--- src/rtl/pid3_pkg.sv ---
package pid3_pkg;

    localparam int POS_W   = 16;
    localparam int ERR_W   = POS_W + 1;
    localparam int DERR_W  = POS_W + 2;
    localparam int GAIN_W  = 16;
    localparam int VEL_W   = 16;
    localparam int LIM_W   = 15;
    localparam int MS_W    = 16;
    localparam int INTEG_W = 40;
    localparam int PROD_W  = 56;
    localparam int QUO_W   = 44;
    localparam int SUM_W   = 36;
    localparam int CNT_W   = 6;
    localparam int FRAC_SH = 12;

    localparam logic [CNT_W-1:0]  MUL_STEPS = CNT_W'(GAIN_W);
    localparam logic [CNT_W-1:0]  DIV_STEPS = CNT_W'(QUO_W);
    localparam logic [GAIN_W-1:0] MS_PER_S  = GAIN_W'(1000);
    localparam logic signed [INTEG_W:0] INTEG_LIM = 41'sh7F_FFFF_FFFF;

    localparam int CFG_AW = 5;

    typedef enum logic [2:0] {
        REG_KP_XY   = 3'd0,
        REG_KI_XY   = 3'd1,
        REG_KD_XY   = 3'd2,
        REG_KP_VERT = 3'd3,
        REG_KI_VERT = 3'd4,
        REG_KD_VERT = 3'd5,
        REG_MAX_VEL = 3'd6,
        REG_ARRIVE  = 3'd7
    } reg_idx_t;

    typedef enum logic {
        OP_MUL = 1'b0,
        OP_DIV = 1'b1
    } op_t;

    typedef struct packed {
        logic start;
        op_t  op;
    } pid3_req_t;

endpackage

--- src/rtl/pid3_if.sv ---
interface pid3_in_if;
    logic               valid;
    logic               ready;
    logic               run;
    logic [15:0]        elapsed_ms;
    logic               detected;
    logic signed [15:0] meas_x;
    logic signed [15:0] meas_y;
    logic signed [15:0] meas_z;
    logic signed [15:0] target_x;
    logic signed [15:0] target_y;
    logic signed [15:0] target_z;

    modport source (output valid, run, elapsed_ms, detected, meas_x, meas_y, meas_z,
                    target_x, target_y, target_z, input ready);
    modport sink (input valid, run, elapsed_ms, detected, meas_x, meas_y, meas_z,
                  target_x, target_y, target_z, output ready);
endinterface

interface pid3_out_if;
    logic               valid;
    logic               ready;
    logic               cmd_valid;
    logic signed [15:0] vel_x;
    logic signed [15:0] vel_y;
    logic signed [15:0] vel_z;
    logic               arrived;

    modport source (output valid, cmd_valid, vel_x, vel_y, vel_z, arrived, input ready);
    modport sink (input valid, cmd_valid, vel_x, vel_y, vel_z, arrived, output ready);
endinterface

--- src/rtl/pid3_serial.sv ---
// Shared bit-serial unit: shift-add multiply (one multiplier bit per cycle)
// and restoring divide (one quotient bit per cycle). Operands are magnitudes.
module pid3_serial
    import pid3_pkg::*;
(
    input  logic              clk,
    input  logic              rst_n,
    input  pid3_req_t         req,
    input  logic [PROD_W-1:0] opa,
    input  logic [GAIN_W-1:0] opb,
    output logic              done,
    output logic [PROD_W-1:0] res
);

    logic              busy_reg;
    logic              done_reg;
    op_t               op_reg;
    logic [CNT_W-1:0]  cnt_reg;
    logic [PROD_W-1:0] a_reg;
    logic [GAIN_W-1:0] b_reg;
    logic [PROD_W-1:0] r_reg;

    logic [GAIN_W:0]   rem_sh;
    logic [GAIN_W:0]   rem_sub;
    logic              fits;

    assign rem_sh  = {r_reg[GAIN_W-1:0], a_reg[QUO_W-1]};
    assign fits    = rem_sh >= {1'b0, b_reg};
    assign rem_sub = rem_sh - {1'b0, b_reg};

    always_ff @(posedge clk or negedge rst_n)
    begin
        if (!rst_n)
        begin
            busy_reg <= 1'b0;
            done_reg <= 1'b0;
            op_reg   <= OP_MUL;
            cnt_reg  <= '0;
        end
        else
        begin
            done_reg <= !req.start && busy_reg && (cnt_reg == '0);
            if (req.start)
            begin
                busy_reg <= 1'b1;
                op_reg   <= req.op;
                cnt_reg  <= (req.op == OP_MUL) ? MUL_STEPS - 1'b1 : DIV_STEPS - 1'b1;
            end
            else if (busy_reg)
            begin
                cnt_reg <= cnt_reg - 1'b1;
                if (cnt_reg == '0)
                    busy_reg <= 1'b0;
            end
        end
    end

    always_ff @(posedge clk)
    begin
        if (req.start)
        begin
            a_reg <= opa;
            b_reg <= opb;
            r_reg <= '0;
        end
        else if (busy_reg)
        begin
            unique case (op_reg)
                OP_MUL:
                begin
                    if (b_reg[0])
                        r_reg <= r_reg + a_reg;
                    a_reg <= {a_reg[PROD_W-2:0], 1'b0};
                    b_reg <= {1'b0, b_reg[GAIN_W-1:1]};
                end
                OP_DIV:
                begin
                    r_reg <= {{(PROD_W-GAIN_W){1'b0}},
                              fits ? rem_sub[GAIN_W-1:0] : rem_sh[GAIN_W-1:0]};
                    a_reg <= {a_reg[PROD_W-2:0], fits};
                end
            endcase
        end
    end

    assign done = done_reg;
    assign res  = (op_reg == OP_MUL) ? r_reg : {{(PROD_W-QUO_W){1'b0}}, a_reg[QUO_W-1:0]};

endmodule

--- src/rtl/three_axis_position_pid_unit.sv ---
// Three-axis position PID. One command per accepted tick. A stopped tick or a
// running tick without a fresh pose goes from ST_START straight to ST_FIN. A
// tick with a fresh pose runs the three axes in turn through one shared
// bit-serial multiply/divide unit; the derivative path is skipped when
// elapsed_ms is zero. A new tick is taken as soon as the sequencer is idle,
// even while the previous command still waits on out_ch.
// Gains are unsigned Q4.12, positions and velocities signed Q8.8; the APB
// registers sit at byte offsets 4*index.
module three_axis_position_pid_unit
    import pid3_pkg::*;
(
    input  logic              clk,
    input  logic              rst_n,
    input  logic              psel,
    input  logic              penable,
    input  logic              pwrite,
    input  logic [CFG_AW-1:0] paddr,
    input  logic [31:0]       pwdata,
    output logic [31:0]       prdata,
    output logic              pready,
    pid3_in_if.sink           in_ch,
    pid3_out_if.source        out_ch
);

    typedef enum logic [11:0] {
        ST_IDLE  = 12'b0000_0000_0001,
        ST_START = 12'b0000_0000_0010,
        ST_AX_E  = 12'b0000_0000_0100,
        ST_W_MI  = 12'b0000_0000_1000,
        ST_W_MP  = 12'b0000_0001_0000,
        ST_W_MK  = 12'b0000_0010_0000,
        ST_W_DI  = 12'b0000_0100_0000,
        ST_W_MD  = 12'b0000_1000_0000,
        ST_W_MT  = 12'b0001_0000_0000,
        ST_W_DD  = 12'b0010_0000_0000,
        ST_AX_END = 12'b0100_0000_0000,
        ST_FIN   = 12'b1000_0000_0000
    } state_t;

    state_t state_reg;

    logic [GAIN_W-1:0] kp_xy_reg, ki_xy_reg, kd_xy_reg;
    logic [GAIN_W-1:0] kp_vert_reg, ki_vert_reg, kd_vert_reg;
    logic [LIM_W-1:0]  max_vel_reg, arrive_reg;

    logic                      run_reg, det_reg, prev_run_reg;
    logic [MS_W-1:0]           ms_reg;
    logic signed [POS_W-1:0]   tgt_reg   [3];
    logic signed [POS_W-1:0]   held_reg  [3];
    logic signed [ERR_W-1:0]   prev_reg  [3];
    logic signed [INTEG_W-1:0] integ_reg [3];
    logic signed [VEL_W-1:0]   vel_reg   [3];

    logic [1:0]                ax_reg;
    logic signed [ERR_W-1:0]   e_reg;
    logic [ERR_W-1:0]          emag_reg;
    logic                      esign_reg;
    logic [DERR_W-1:0]         demag_reg;
    logic                      design_reg;
    logic signed [INTEG_W-1:0] acc_reg;
    logic signed [SUM_W-1:0]   sum_reg;
    logic                      arr_ok_reg;
    logic                      res_valid_reg, res_arr_reg;

    logic                      out_valid_reg, out_cmd_reg, out_arr_reg;
    logic signed [VEL_W-1:0]   out_vel_reg [3];

    // serial unit hookup
    pid3_req_t         req;
    logic [PROD_W-1:0] opa;
    logic [GAIN_W-1:0] opb;
    logic              unit_done;
    logic [PROD_W-1:0] unit_res;

    pid3_serial u_serial (
        .clk   (clk),
        .rst_n (rst_n),
        .req   (req),
        .opa   (opa),
        .opb   (opb),
        .done  (unit_done),
        .res   (unit_res)
    );

    // configuration port
    logic cfg_wr;
    assign cfg_wr = psel && penable && pwrite;
    assign pready = 1'b1;

    always_ff @(posedge clk or negedge rst_n)
    begin
        if (!rst_n)
        begin
            kp_xy_reg   <= GAIN_W'(41);
            ki_xy_reg   <= GAIN_W'(41);
            kd_xy_reg   <= GAIN_W'(41);
            kp_vert_reg <= GAIN_W'(41);
            ki_vert_reg <= GAIN_W'(41);
            kd_vert_reg <= GAIN_W'(41);
            max_vel_reg <= LIM_W'(256);
            arrive_reg  <= LIM_W'(26);
        end
        else if (cfg_wr)
        begin
            unique case (reg_idx_t'(paddr[4:2]))
                REG_KP_XY:   kp_xy_reg   <= pwdata[GAIN_W-1:0];
                REG_KI_XY:   ki_xy_reg   <= pwdata[GAIN_W-1:0];
                REG_KD_XY:   kd_xy_reg   <= pwdata[GAIN_W-1:0];
                REG_KP_VERT: kp_vert_reg <= pwdata[GAIN_W-1:0];
                REG_KI_VERT: ki_vert_reg <= pwdata[GAIN_W-1:0];
                REG_KD_VERT: kd_vert_reg <= pwdata[GAIN_W-1:0];
                REG_MAX_VEL: max_vel_reg <= pwdata[LIM_W-1:0];
                REG_ARRIVE:  arrive_reg  <= pwdata[LIM_W-1:0];
            endcase
        end
    end

    always_comb
    begin
        unique case (reg_idx_t'(paddr[4:2]))
            REG_KP_XY:   prdata = {16'b0, kp_xy_reg};
            REG_KI_XY:   prdata = {16'b0, ki_xy_reg};
            REG_KD_XY:   prdata = {16'b0, kd_xy_reg};
            REG_KP_VERT: prdata = {16'b0, kp_vert_reg};
            REG_KI_VERT: prdata = {16'b0, ki_vert_reg};
            REG_KD_VERT: prdata = {16'b0, kd_vert_reg};
            REG_MAX_VEL: prdata = {17'b0, max_vel_reg};
            REG_ARRIVE:  prdata = {17'b0, arrive_reg};
        endcase
    end

    // per-axis selection
    logic                    in_fire, out_free, is_z, ms_zero;
    logic signed [ERR_W-1:0]  err_now;
    logic signed [DERR_W-1:0] de_now;
    logic [ERR_W-1:0]        emag_now;
    logic [DERR_W-1:0]       demag_now;
    logic [GAIN_W-1:0]       kp_sel, ki_sel, kd_sel;
    logic signed [ERR_W-1:0] err_all [3];
    logic [INTEG_W-1:0]      acc_mag;
    logic signed [INTEG_W:0] term41, isum, isat;
    logic signed [SUM_W-1:0] p_term, q_term, v_raw, v_lim, mv_pos;

    assign in_fire  = in_ch.valid && in_ch.ready;
    assign out_free = !out_valid_reg || out_ch.ready;
    assign is_z     = (ax_reg == 2'd2);
    assign ms_zero  = (ms_reg == '0);
    assign kp_sel   = is_z ? kp_vert_reg : kp_xy_reg;
    assign ki_sel   = is_z ? ki_vert_reg : ki_xy_reg;
    assign kd_sel   = is_z ? kd_vert_reg : kd_xy_reg;

    always_comb
    begin
        for (int i = 0; i < 3; i++)
            err_all[i] = ERR_W'(held_reg[i]) - ERR_W'(tgt_reg[i]);
    end

    assign err_now   = ERR_W'(held_reg[ax_reg]) - ERR_W'(tgt_reg[ax_reg]);
    assign de_now    = DERR_W'(err_now) - DERR_W'(prev_reg[ax_reg]);
    assign emag_now  = err_now[ERR_W-1] ? ERR_W'(-err_now) : ERR_W'(err_now);
    assign demag_now = de_now[DERR_W-1] ? DERR_W'(-de_now) : DERR_W'(de_now);
    assign acc_mag   = acc_reg[INTEG_W-1] ? INTEG_W'(-acc_reg) : INTEG_W'(acc_reg);

    // integrator update with saturation
    assign term41 = $signed({8'b0, unit_res[32:0]});
    assign isum   = $signed({integ_reg[ax_reg][INTEG_W-1], integ_reg[ax_reg]})
                    + (esign_reg ? -term41 : term41);
    always_comb
    begin
        if (isum > INTEG_LIM)
            isat = INTEG_LIM;
        else if (isum < -INTEG_LIM)
            isat = -INTEG_LIM;
        else
            isat = isum;
    end

    assign p_term = $signed({15'b0, unit_res[32:FRAC_SH]});
    assign q_term = $signed({1'b0, unit_res[34:0]});

    // output of this axis: negate x, clamp
    assign mv_pos = $signed({21'b0, max_vel_reg});
    assign v_raw  = (ax_reg == 2'd0) ? -sum_reg : sum_reg;
    always_comb
    begin
        if (v_raw > mv_pos)
            v_lim = mv_pos;
        else if (v_raw < -mv_pos)
            v_lim = -mv_pos;
        else
            v_lim = v_raw;
    end

    // launches into the serial unit
    always_comb
    begin
        req.start = 1'b0;
        req.op    = OP_MUL;
        opa       = '0;
        opb       = '0;
        unique case (state_reg)
            ST_AX_E:
            begin
                req.start = 1'b1;
                opa       = {{(PROD_W-ERR_W){1'b0}}, emag_now};
                opb       = ms_reg;
            end
            ST_W_MI:
            begin
                req.start = unit_done;
                opa       = {{(PROD_W-ERR_W){1'b0}}, emag_reg};
                opb       = kp_sel;
            end
            ST_W_MP:
            begin
                req.start = unit_done;
                opa       = {{(PROD_W-INTEG_W){1'b0}}, acc_mag};
                opb       = ki_sel;
            end
            ST_W_MK:
            begin
                req.start = unit_done;
                req.op    = OP_DIV;
                opa       = {{FRAC_SH{1'b0}}, unit_res[PROD_W-1:FRAC_SH]};
                opb       = MS_PER_S;
            end
            ST_W_DI:
            begin
                req.start = unit_done && !ms_zero;
                opa       = {{(PROD_W-DERR_W){1'b0}}, demag_reg};
                opb       = kd_sel;
            end
            ST_W_MD:
            begin
                req.start = unit_done;
                opa       = {{(PROD_W-INTEG_W){1'b0}}, unit_res[INTEG_W-1:0]};
                opb       = MS_PER_S;
            end
            ST_W_MT:
            begin
                req.start = unit_done;
                req.op    = OP_DIV;
                opa       = {{FRAC_SH{1'b0}}, unit_res[PROD_W-1:FRAC_SH]};
                opb       = ms_reg;
            end
            default:
            begin
                req.start = 1'b0;
            end
        endcase
    end

    // sequencer
    always_ff @(posedge clk or negedge rst_n)
    begin
        if (!rst_n)
        begin
            state_reg     <= ST_IDLE;
            prev_run_reg  <= 1'b0;
            out_valid_reg <= 1'b0;
            ax_reg        <= 2'd0;
            for (int i = 0; i < 3; i++)
            begin
                held_reg[i]  <= '0;
                prev_reg[i]  <= '0;
                integ_reg[i] <= '0;
            end
        end
        else
        begin
            if ((state_reg == ST_FIN) && out_free)
                out_valid_reg <= 1'b1;
            else if (out_ch.ready)
                out_valid_reg <= 1'b0;

            unique case (state_reg)
                ST_IDLE:
                begin
                    if (in_fire)
                    begin
                        if (in_ch.detected)
                        begin
                            held_reg[0] <= in_ch.meas_x;
                            held_reg[1] <= in_ch.meas_y;
                            held_reg[2] <= in_ch.meas_z;
                        end
                        state_reg <= ST_START;
                    end
                end
                ST_START:
                begin
                    ax_reg       <= 2'd0;
                    prev_run_reg <= run_reg;
                    if (!run_reg)
                    begin
                        for (int i = 0; i < 3; i++)
                        begin
                            prev_reg[i]  <= '0;
                            integ_reg[i] <= '0;
                        end
                        state_reg <= ST_FIN;
                    end
                    else if (!det_reg)
                    begin
                        for (int i = 0; i < 3; i++)
                            prev_reg[i] <= err_all[i];
                        state_reg <= ST_FIN;
                    end
                    else
                        state_reg <= ST_AX_E;
                end
                ST_AX_E:   state_reg <= ST_W_MI;
                ST_W_MI:
                begin
                    if (unit_done)
                    begin
                        integ_reg[ax_reg] <= isat[INTEG_W-1:0];
                        state_reg         <= ST_W_MP;
                    end
                end
                ST_W_MP:   if (unit_done) state_reg <= ST_W_MK;
                ST_W_MK:   if (unit_done) state_reg <= ST_W_DI;
                ST_W_DI:
                begin
                    if (unit_done)
                        state_reg <= ms_zero ? ST_AX_END : ST_W_MD;
                end
                ST_W_MD:   if (unit_done) state_reg <= ST_W_MT;
                ST_W_MT:   if (unit_done) state_reg <= ST_W_DD;
                ST_W_DD:   if (unit_done) state_reg <= ST_AX_END;
                ST_AX_END:
                begin
                    prev_reg[ax_reg] <= e_reg;
                    if (is_z)
                        state_reg <= ST_FIN;
                    else
                    begin
                        ax_reg    <= ax_reg + 2'd1;
                        state_reg <= ST_AX_E;
                    end
                end
                ST_FIN:
                begin
                    if (out_free)
                        state_reg <= ST_IDLE;
                end
                default:   state_reg <= ST_IDLE;
            endcase
        end
    end

    // datapath registers
    always_ff @(posedge clk)
    begin
        unique case (state_reg)
            ST_IDLE:
            begin
                if (in_fire)
                begin
                    run_reg    <= in_ch.run;
                    det_reg    <= in_ch.detected;
                    ms_reg     <= in_ch.elapsed_ms;
                    tgt_reg[0] <= in_ch.target_x;
                    tgt_reg[1] <= in_ch.target_y;
                    tgt_reg[2] <= in_ch.target_z;
                end
            end
            ST_START:
            begin
                res_valid_reg <= run_reg || prev_run_reg;
                res_arr_reg   <= 1'b0;
                arr_ok_reg    <= 1'b1;
                for (int i = 0; i < 3; i++)
                    vel_reg[i] <= '0;
            end
            ST_AX_E:
            begin
                e_reg      <= err_now;
                emag_reg   <= emag_now;
                esign_reg  <= err_now[ERR_W-1];
                demag_reg  <= demag_now;
                design_reg <= de_now[DERR_W-1];
                arr_ok_reg <= arr_ok_reg && (emag_now < {2'b0, arrive_reg});
            end
            ST_W_MI:
            begin
                if (unit_done)
                    acc_reg <= isat[INTEG_W-1:0];
            end
            ST_W_MP:
            begin
                if (unit_done)
                    sum_reg <= esign_reg ? -p_term : p_term;
            end
            ST_W_DI:
            begin
                if (unit_done)
                    sum_reg <= acc_reg[INTEG_W-1] ? sum_reg - q_term : sum_reg + q_term;
            end
            ST_W_DD:
            begin
                if (unit_done)
                    sum_reg <= design_reg ? sum_reg - q_term : sum_reg + q_term;
            end
            ST_AX_END:
            begin
                vel_reg[ax_reg] <= v_lim[VEL_W-1:0];
                if (is_z)
                    res_arr_reg <= arr_ok_reg;
            end
            ST_FIN:
            begin
                if (out_free)
                begin
                    out_cmd_reg <= res_valid_reg;
                    out_arr_reg <= res_arr_reg;
                    for (int i = 0; i < 3; i++)
                        out_vel_reg[i] <= res_arr_reg ? '0 : vel_reg[i];
                end
            end
            default:
            begin
                acc_reg <= acc_reg;
            end
        endcase
    end

    assign in_ch.ready      = (state_reg == ST_IDLE);
    assign out_ch.valid     = out_valid_reg;
    assign out_ch.cmd_valid = out_cmd_reg;
    assign out_ch.arrived   = out_arr_reg;
    assign out_ch.vel_x     = out_vel_reg[0];
    assign out_ch.vel_y     = out_vel_reg[1];
    assign out_ch.vel_z     = out_vel_reg[2];

`ifndef ASSERT_OFF
    a_done_in_wait: assert property (@(posedge clk) disable iff (!rst_n)
        unit_done |-> (state_reg == ST_W_MI) || (state_reg == ST_W_MP) ||
                      (state_reg == ST_W_MK) || (state_reg == ST_W_DI) ||
                      (state_reg == ST_W_MD) || (state_reg == ST_W_MT) ||
                      (state_reg == ST_W_DD))
        else $error("serial unit finished outside a wait state");

    a_arrived_zero: assert property (@(posedge clk) disable iff (!rst_n)
        out_valid_reg && out_arr_reg |-> out_cmd_reg && out_vel_reg[0] == '0 &&
                                         out_vel_reg[1] == '0 && out_vel_reg[2] == '0)
        else $error("arrived command carries nonzero velocity");

    a_stop_clears: assert property (@(posedge clk) disable iff (!rst_n)
        in_fire && !in_ch.run |-> ##2 integ_reg[0] == '0 && integ_reg[1] == '0 &&
                                      integ_reg[2] == '0 && !prev_run_reg)
        else $error("stopped tick did not clear integrators");
`endif

endmodule

--- src/flat_wrapper.sv ---
// flat-port wrapper written by rule: the top's interface ports become plain ports
module three_axis_position_pid_unit_flat import pid3_pkg::*;
  (clk, rst_n, psel, penable, pwrite, paddr, pwdata, prdata, pready, in_ch_valid, in_ch_run, in_ch_elapsed_ms, in_ch_detected, in_ch_meas_x, in_ch_meas_y, in_ch_meas_z, in_ch_target_x, in_ch_target_y, in_ch_target_z, in_ch_ready, out_ch_valid, out_ch_cmd_valid, out_ch_vel_x, out_ch_vel_y, out_ch_vel_z, out_ch_arrived, out_ch_ready);
  pid3_in_if in_ch_i ();
  pid3_out_if out_ch_i ();
  input  logic clk;
  input  logic rst_n;
  input  logic psel;
  input  logic penable;
  input  logic pwrite;
  input  logic [CFG_AW-1:0] paddr;
  input  logic [31:0] pwdata;
  output logic [31:0] prdata;
  output logic pready;
  input wire logic [$bits(in_ch_i.valid)-1:0] in_ch_valid;
  input wire logic [$bits(in_ch_i.run)-1:0] in_ch_run;
  input wire logic [$bits(in_ch_i.elapsed_ms)-1:0] in_ch_elapsed_ms;
  input wire logic [$bits(in_ch_i.detected)-1:0] in_ch_detected;
  input wire logic [$bits(in_ch_i.meas_x)-1:0] in_ch_meas_x;
  input wire logic [$bits(in_ch_i.meas_y)-1:0] in_ch_meas_y;
  input wire logic [$bits(in_ch_i.meas_z)-1:0] in_ch_meas_z;
  input wire logic [$bits(in_ch_i.target_x)-1:0] in_ch_target_x;
  input wire logic [$bits(in_ch_i.target_y)-1:0] in_ch_target_y;
  input wire logic [$bits(in_ch_i.target_z)-1:0] in_ch_target_z;
  output wire logic [$bits(in_ch_i.ready)-1:0] in_ch_ready;
  output wire logic [$bits(out_ch_i.valid)-1:0] out_ch_valid;
  output wire logic [$bits(out_ch_i.cmd_valid)-1:0] out_ch_cmd_valid;
  output wire logic [$bits(out_ch_i.vel_x)-1:0] out_ch_vel_x;
  output wire logic [$bits(out_ch_i.vel_y)-1:0] out_ch_vel_y;
  output wire logic [$bits(out_ch_i.vel_z)-1:0] out_ch_vel_z;
  output wire logic [$bits(out_ch_i.arrived)-1:0] out_ch_arrived;
  input wire logic [$bits(out_ch_i.ready)-1:0] out_ch_ready;
  assign in_ch_i.valid = in_ch_valid;
  assign in_ch_i.run = in_ch_run;
  assign in_ch_i.elapsed_ms = in_ch_elapsed_ms;
  assign in_ch_i.detected = in_ch_detected;
  assign in_ch_i.meas_x = in_ch_meas_x;
  assign in_ch_i.meas_y = in_ch_meas_y;
  assign in_ch_i.meas_z = in_ch_meas_z;
  assign in_ch_i.target_x = in_ch_target_x;
  assign in_ch_i.target_y = in_ch_target_y;
  assign in_ch_i.target_z = in_ch_target_z;
  assign in_ch_ready = in_ch_i.ready;
  assign out_ch_valid = out_ch_i.valid;
  assign out_ch_cmd_valid = out_ch_i.cmd_valid;
  assign out_ch_vel_x = out_ch_i.vel_x;
  assign out_ch_vel_y = out_ch_i.vel_y;
  assign out_ch_vel_z = out_ch_i.vel_z;
  assign out_ch_arrived = out_ch_i.arrived;
  assign out_ch_i.ready = out_ch_ready;
  three_axis_position_pid_unit u_core (.clk(clk), .rst_n(rst_n), .psel(psel), .penable(penable), .pwrite(pwrite), .paddr(paddr), .pwdata(pwdata), .prdata(prdata), .pready(pready), .in_ch(in_ch_i), .out_ch(out_ch_i));
endmodule
--- config.mk ---
export PLATFORM = sky130hd
export DESIGN_NAME = three_axis_position_pid_unit_flat
export DESIGN_NICKNAME = d
export VERILOG_FILES = /design/src/rtl/pid3_pkg.sv /design/src/rtl/pid3_if.sv /design/src/rtl/pid3_serial.sv /design/src/rtl/three_axis_position_pid_unit.sv /design/src/flat_wrapper.sv
export SDC_FILE = /design/constraint.sdc
export NUM_CORES = 2
export LEC_CHECK = 0
export ABC_AREA = 1
export BUFFER_PORTS_ARGS = -buffer_cell sky130_fd_sc_hd__buf_4
export CAP_MARGIN = 10
export CORE_MARGIN = 10
export CORE_UTILIZATION = 58
export CTS_BUF_LIST = sky130_fd_sc_hd__clkbuf_16
export DETAILED_ROUTE_END_ITERATION = 10
export PLACE_DENSITY = 0.82
export RECOVER_POWER = 50
export SLEW_MARGIN = 20
export SYNTH_ARGS = -nofsm -noshare
export SYNTH_HDL_FRONTEND = slang
export SYNTH_HIERARCHICAL = 1
export SYNTH_SLANG_ARGS = --single-unit
--- constraint.sdc ---
create_clock -name clk -period 7.5 [get_ports clk]
set_input_delay 0.75 -clock clk [delete_from_list [all_inputs] [get_ports clk]]
set_output_delay 0.75 -clock clk [all_outputs]
set_load 0.03 [all_outputs]
Word level (Yosys, flattened, before mapping)
Memory sizes are Yosys's and may differ from the RTL's.
Cells that the tools add are included.
W data, S select, Z words.

cells by class
  bitwise logic cells = 2
  $lt $le $gt $ge = 8
  muxes and demuxes = 98
  reduce and logical (&&, ||, !) cells = 49
  eq/ne operators = 35
  $add $sub $neg = 19

operator list
  operator                count
  $pmux W44 S6            1
  $pmux W32 S8            1
  $mux W36                7
  $mux W120               2
  $mux W16                15
  $mux W40                6
  $pmux W120 S2           1
  $mux W56                4
  $pmux W56 S2            2
  $mux W12                12
  $pmux W12 S12           1
  $bwmux W120             1
  $pmux W36 S3            1
  $mux W51                2
  $pmux W51 S2            1
  $mux W17                5
  $bmux W40 S2            1
  $demux W40 S2           1
  $pmux W16 S5            1
  $sub A16 B16 Y17        4
  $add A56 B56 Y56        1
  $bwmux W51              1
  $add A40 B41 Y41        1
  $gt A41 B40 Y1 const B  1
  other kinds (68)        138

storage, ports and cells
  output and inout bits = 85
  input bits = 158
  logic and storage cells = 258
  memory bits (writable) = 144
  register bits = 651
  memories = 3

memory list
  name                depth  width  rd ports  clocked after memory_dff  write ports  RTL line                            source
  u_core.out_vel_reg  3      16     3         0                         3            three_axis_position_pid_unit.sv:66  logic signed [VEL_W-1:0] out_vel_reg [3];
  u_core.tgt_reg      3      16     4         0                         3            three_axis_position_pid_unit.sv:48  logic signed [POS_W-1:0] tgt_reg [3];
  u_core.vel_reg      3      16     3         0                         3            three_axis_position_pid_unit.sv:52  logic signed [VEL_W-1:0] vel_reg [3];

Depth between registers and ports, before layout
  word-level depth = 11
  depth in mapped cells = 40
  mapped depth without buffers = 36

Cells and area by module
Netlist, hierarchy kept.

by module, submodules not included
  module                        sequential area each (µm²)  cells an instance  instances  area each (µm²)
  three_axis_position_pid_unit  17920.9                     6155               1          46438.3
  pid3_serial                   3508.4                      2095               1          12425.7

Worst setup path after synthesis
Ideal clock, no wire load.

  path type = reg2reg
  start point = register u_core.state_reg[7]
  end point = register u_core/held_reg[10] (netlist name)
  clock period less this slack = 7.128 ns
  buffers on the path = 1
  cell stages (with the launch flop) = 11
  data required time = 7.375 ns
  library setup time = 0.125 ns
  path slack = 0.372 ns
  arrival = 7.004 ns
  cells stage by stage = dfrtp_1 > inv_1 > nand2_1 > nor3_2 > inv_1 > nor2_1 > inv_2 > nor3_1 > nand2_1 > buf_1 > mux2_2

on the way
  cells in the longest elaborated chain, start to end = 3

RTL lines
  item                                    RTL line                                                                  source
  start, declared                         three_axis_position_pid_unit.sv:40                                        state_t state_reg;
  start signal, assigned                  three_axis_position_pid_unit.sv:326                                       state_reg <= ms_zero ? ST_AX_END : ST_W_MD;
  $eq A12 B1 Y1 (*)                       three_axis_position_pid_unit.sv:276, three_axis_position_pid_unit.sv:428
  $logic_and A1 B1 Y1                     three_axis_position_pid_unit.sv:144                                       assign in_fire = in_ch.valid && in_ch.ready;
  $reduce_and A3 Y1 (no source line) (*)  --
  end, declared                           three_axis_position_pid_unit.sv:49                                        logic signed [POS_W-1:0] held_reg [3];

Mark *: on every way between the ends. The rest lies on a longest branch, timed or not.
A chain may end at the register's enable or synchronous reset.

Worst setup path after layout
  start point = register u_core.u_serial.op_reg
  end point = register u_core.acc_reg[7], data pin

on the way
  cells in the longest elaborated chain, start to end = 7
  elaborated cells on any way between the ends = 8
  classes of those cells = 2 x add/sub; 2 x order compare; 4 x mux

RTL lines
  item                    RTL line                             source
  start, declared         pid3_serial.sv:17                    op_t op_reg;
  start signal, assigned  pid3_serial.sv:46                    op_reg <= req.op;
  $mux W56 (*)            pid3_serial.sv:87                    assign res = (op_reg == OP_MUL) ? r_reg : {{(PROD_W-QUO_W){1'b0}}, a_reg[QUO_W-1:0]};
  via u_core.unit_res[1]  three_axis_position_pid_unit.sv:73   logic [PROD_W-1:0] unit_res;
  $neg A33 Y41            three_axis_position_pid_unit.sv:167  + (esign_reg ? -term41 : term41);
  $mux W41 (*)            three_axis_position_pid_unit.sv:167
  $add A40 B41 Y41 (*)    three_axis_position_pid_unit.sv:167
  $lt A41 B40 Y1          three_axis_position_pid_unit.sv:172  else if (isum < -INTEG_LIM)
  $mux W40                three_axis_position_pid_unit.sv:172
  $mux W40 (*)            three_axis_position_pid_unit.sv:170  if (isum > INTEG_LIM)
  via u_core.isat[7]      three_axis_position_pid_unit.sv:141  logic signed [INTEG_W:0] term41, isum, isat;
  end signal, assigned    three_axis_position_pid_unit.sv:388  acc_reg <= isat[INTEG_W-1:0];
  end signal, assigned    three_axis_position_pid_unit.sv:423  acc_reg <= acc_reg;
  end, declared           three_axis_position_pid_unit.sv:60   logic signed [INTEG_W-1:0] acc_reg;

Mark *: on every way through the listed nets, which the timed path passes. The rest lies on a longest branch.

==> impl_results.md <==
* Clock Skews at 33.44 ps
* Count leader, synth: nand2_1
* First-pass iteration count of the detailed router at 7
* Mean routed wirelength per cell at 22.75 um
* Routed via count at 59225
* Largest stage delay, worst path at 980 ps
* Post-synth top area share at 18.72%
* Worst-case clock buffer depth at 3
* Rows at 116
* Largest register FFs at 120
* FFs w/ async S/R, synth at 46.66%
* Drt initial violations at 8101
* First-pass GRT wire length at 331.6 mm
* Post-synth EDFFs at 367
* Worst slack, placed at 1207 ps
* Post-synth top cells: 2207 x nand2_1, 1180 x inv_1, 689 x nor2_1
* Synth Area in XOR/XNOR at 2.481%
* HPWL Detailed at 172.1 mm
* CTS Hold Buffers Added at 0
* PortBufs at 207
* Final min period at 6646 ps
* RSZ-0062 raised after global routing: no
* GP Congestion at 1.035
* Slew @ Worst Pin at 3800 ps
* DRT met1 WL at 90.61 mm
* # H-tree levels at 3
* Layout cells sized above 1 at 7.675%
* Met2 wire len at 93.05 mm
* DRC violations left at 0
* Crit share post-route at 88.62%
* Core box area at 100400 um2
* Met3 WL at 28.01 mm
* Required @ worst endpoint at 7930 ps
* Cell mode on critical path: inv_1
* Mapped Cells at 8250
* Max-cap violation count at 7
* Synth area leaders: edfxtp_1 19%, dfrtp_1 15%, nand2_1 14%
* Clk slew on worst S/H paths at 60 ps
* Mux share of post-synthesis cell area at 0.8609%
* Adder-cell share of the synthesized area at 7.610%
* Largest family of logic cells by synthesized area: simple AND/OR/NAND/NOR gates
* CTS tree: done
* Synth warn at 6
* Crit path capture type: register
* WS Path Type: reg2reg
* CTS resizes at 0
* Post-CTS repair timing setup buffer count at 0
* Startpoint Class: register
* PD cells at 292.2 nW/um2
* Root Buffer: clkbuf_16
* Final WS setup at 853.7 ps
* Netlist Area Pre-Place at 58860 um2
* Slowest CP cell: o21ai_0
* Starting Density at 58.61%
* Die area at 114600 um2
* Leakage power at 0.03079 uW
* Final Setup Violations at 0
* Pin count of the biggest net entering global routing at 159
* Final Routed Wirelength at 223.4 mm
* Synth Area in Compound Gates at 15.86%
* Fin nets at 8889
* Worst Hold Class: in2reg
* Ys flop type: edfxtp_1
* Die height at 338.6 um
* Worst EP arrival at 7080 ps
* Crit-path max FO at 29
* Status: finished with violations
* Failing checks: capacitance limit, slew limit
* Final Hold Vio Count at 0
* TNS Setup at 0 ps
* Yosys cell types at 75
* Synth Area in Simple Gates at 26.85%
* Max Clock Freq at 150.5 MHz
* Number of global-route vias before repair at 54651
* DR vias/cell at 6.032
* Area grow syn2layout at 9.586%
* Initial antenna violation count at 8
* GRT Total Usage at 37.15%
* VDD IR max at 412.1 uV
* Avg Cell Area, Syn at 7.135 um2
* Count of boundary I/O pins at 243
* Overflow after GRT at 0
* Clock sinks at 793
* Final Slew Violations at 333
* Rel. slew slack at -153.3%
* Uppermost layer routed: met5
* TritonCTS Buffers at 91
* Die Wd at 338.6 um
* Skew-Pair Late Insertion Delay at 700 ps
* Synthesized flop and latch total at 793
* Register area share after synthesis at 36.40%
* Antenna Violating Nets Remaining at 0
* Synth area leader: edfxtp_1
-- cells by family (layout without fill, tap and decap cells) --
| kind of cell | count (synthesis) | in the layout |
|---|---|---|
| adders and majority gates | 352 | 352 |
| muxes | 45 | 45 |
| and+or+nand+nor | 3740 | 3740 |
| DFF | 793 | 793 |
| xor gates and xnor gates | 165 | 165 |
| other | 2 | 34 |
| AOI/OAI and AO/OA | 1652 | 1652 |
| buffers and inverters | 1501 | 1680 |
-- final timing paths --
kind                       slack (ps)  depth (start not counted)                          startpoint                                end
setup / recovery                  850                         30  u_core/u_serial/op_reg$_DFFE_PN0P_        u_core/acc_reg[7]$_DFFE_PP_
hold / removal                    250                          1                 in_ch_elapsed_ms[9]         u_core/ms_reg[9]$_DFFE_PP_
setup reg to reg                  850                         30  u_core/u_serial/op_reg$_DFFE_PN0P_        u_core/acc_reg[7]$_DFFE_PP_
hold reg to reg                   470                          2   u_core/integ_reg[117]$_DFFE_PN0P_  u_core/integ_reg[117]$_DFFE_PN0P_
max in group asynchronous        3680                          1                               rst_n       u_core/ax_reg[1]$_DFFE_PN0P_
min in group asynchronous        1360                          1                               rst_n    u_core/held_reg[25]$_DFFE_PN0P_
-- report_power, final --
part / leakage, uW / internal (uW) / switching, uW / total [uW]
registers: 0.00856 / 5520 / 426 / 5950
clock network: 0.00156 / 2500 / 1970 / 4470
logic: 0.0207 / 2620 / 5810 / 8430
total: 0.0308 / 10600 / 8210 / 18800
-- final cells by class --
type                       instances  area (um2)
sequential                       793       21440
tap                             1357        1698
fill                            9079       35930
clock inverter                    73       558.0
timing repair buffer             302        2059
inverter                        1208        4537
antenna                            5       12.51
clock buffer                      97        2427
multi-input combinational       5983       31780
-- critical path, delay by kind of cell (launching register included) --
family | cells | cell delay (ps)
AO/OA/AOI/OAI | 4 | 1730
adder cells (fa/ha/maj) | 2 | 570
XOR/XNOR | 1 | 210
AND/OR/NAND/NOR | 14 | 2040
buffers and inverters | 9 | 1220
flip-flops | 1 | 550
-- cells in the final DEF (no fill, tap or decap), drive strengths merged, types with 15 or more instances in the layout --
cell,Yosys,layout
a211oi,17,17
a21boi,15,15
a21o,21,21
a21oi,627,627
a221oi,41,41
a22oi,49,49
a31oi,33,33
buf,87,171
clkbuf,206,228
clkinv,6,36
conb,2,29
dfrtp,347,347
dfstp,23,23
dfxtp,56,56
edfxtp,367,367
ha,342,342
inv,1202,1237
mux2,45,45
nand2,2263,2263
nand3,475,475
nand3b,35,35
nand4,52,52
nor2,720,720
nor3,113,113
nor4,28,28
o211ai,43,43
o21ai,619,619
o21bai,23,23
o221ai,28,28
o22ai,66,66
or2,36,36
xnor2,28,28
xor2,137,137
-- per-layer routing --
metal / global-route usage [%] / vias to the layer above
li1: - / 27391
met1: 50.86 / 27565
met2: 54.49 / 3672
met3: 9.812 / 593
met4: 16.97 / 4
met5: 0 / -
-- metrics by stage --
stage               power (uW)  instance area, um2  std cells  hold WS [ps]  util, %
finish                   18850               64510       9818         246.6    64.23
global route             19800               64490       9813         240.3    64.21
CTS                      18580               64780       9813       0.01998    64.50
detailed placement       14090               61800       9643         459.9    61.53
global placement         13830               61800       9643         457.5    61.53
floorplan                11400               58970       8277         400.3        -
Power figures use the tool's default switching activity.
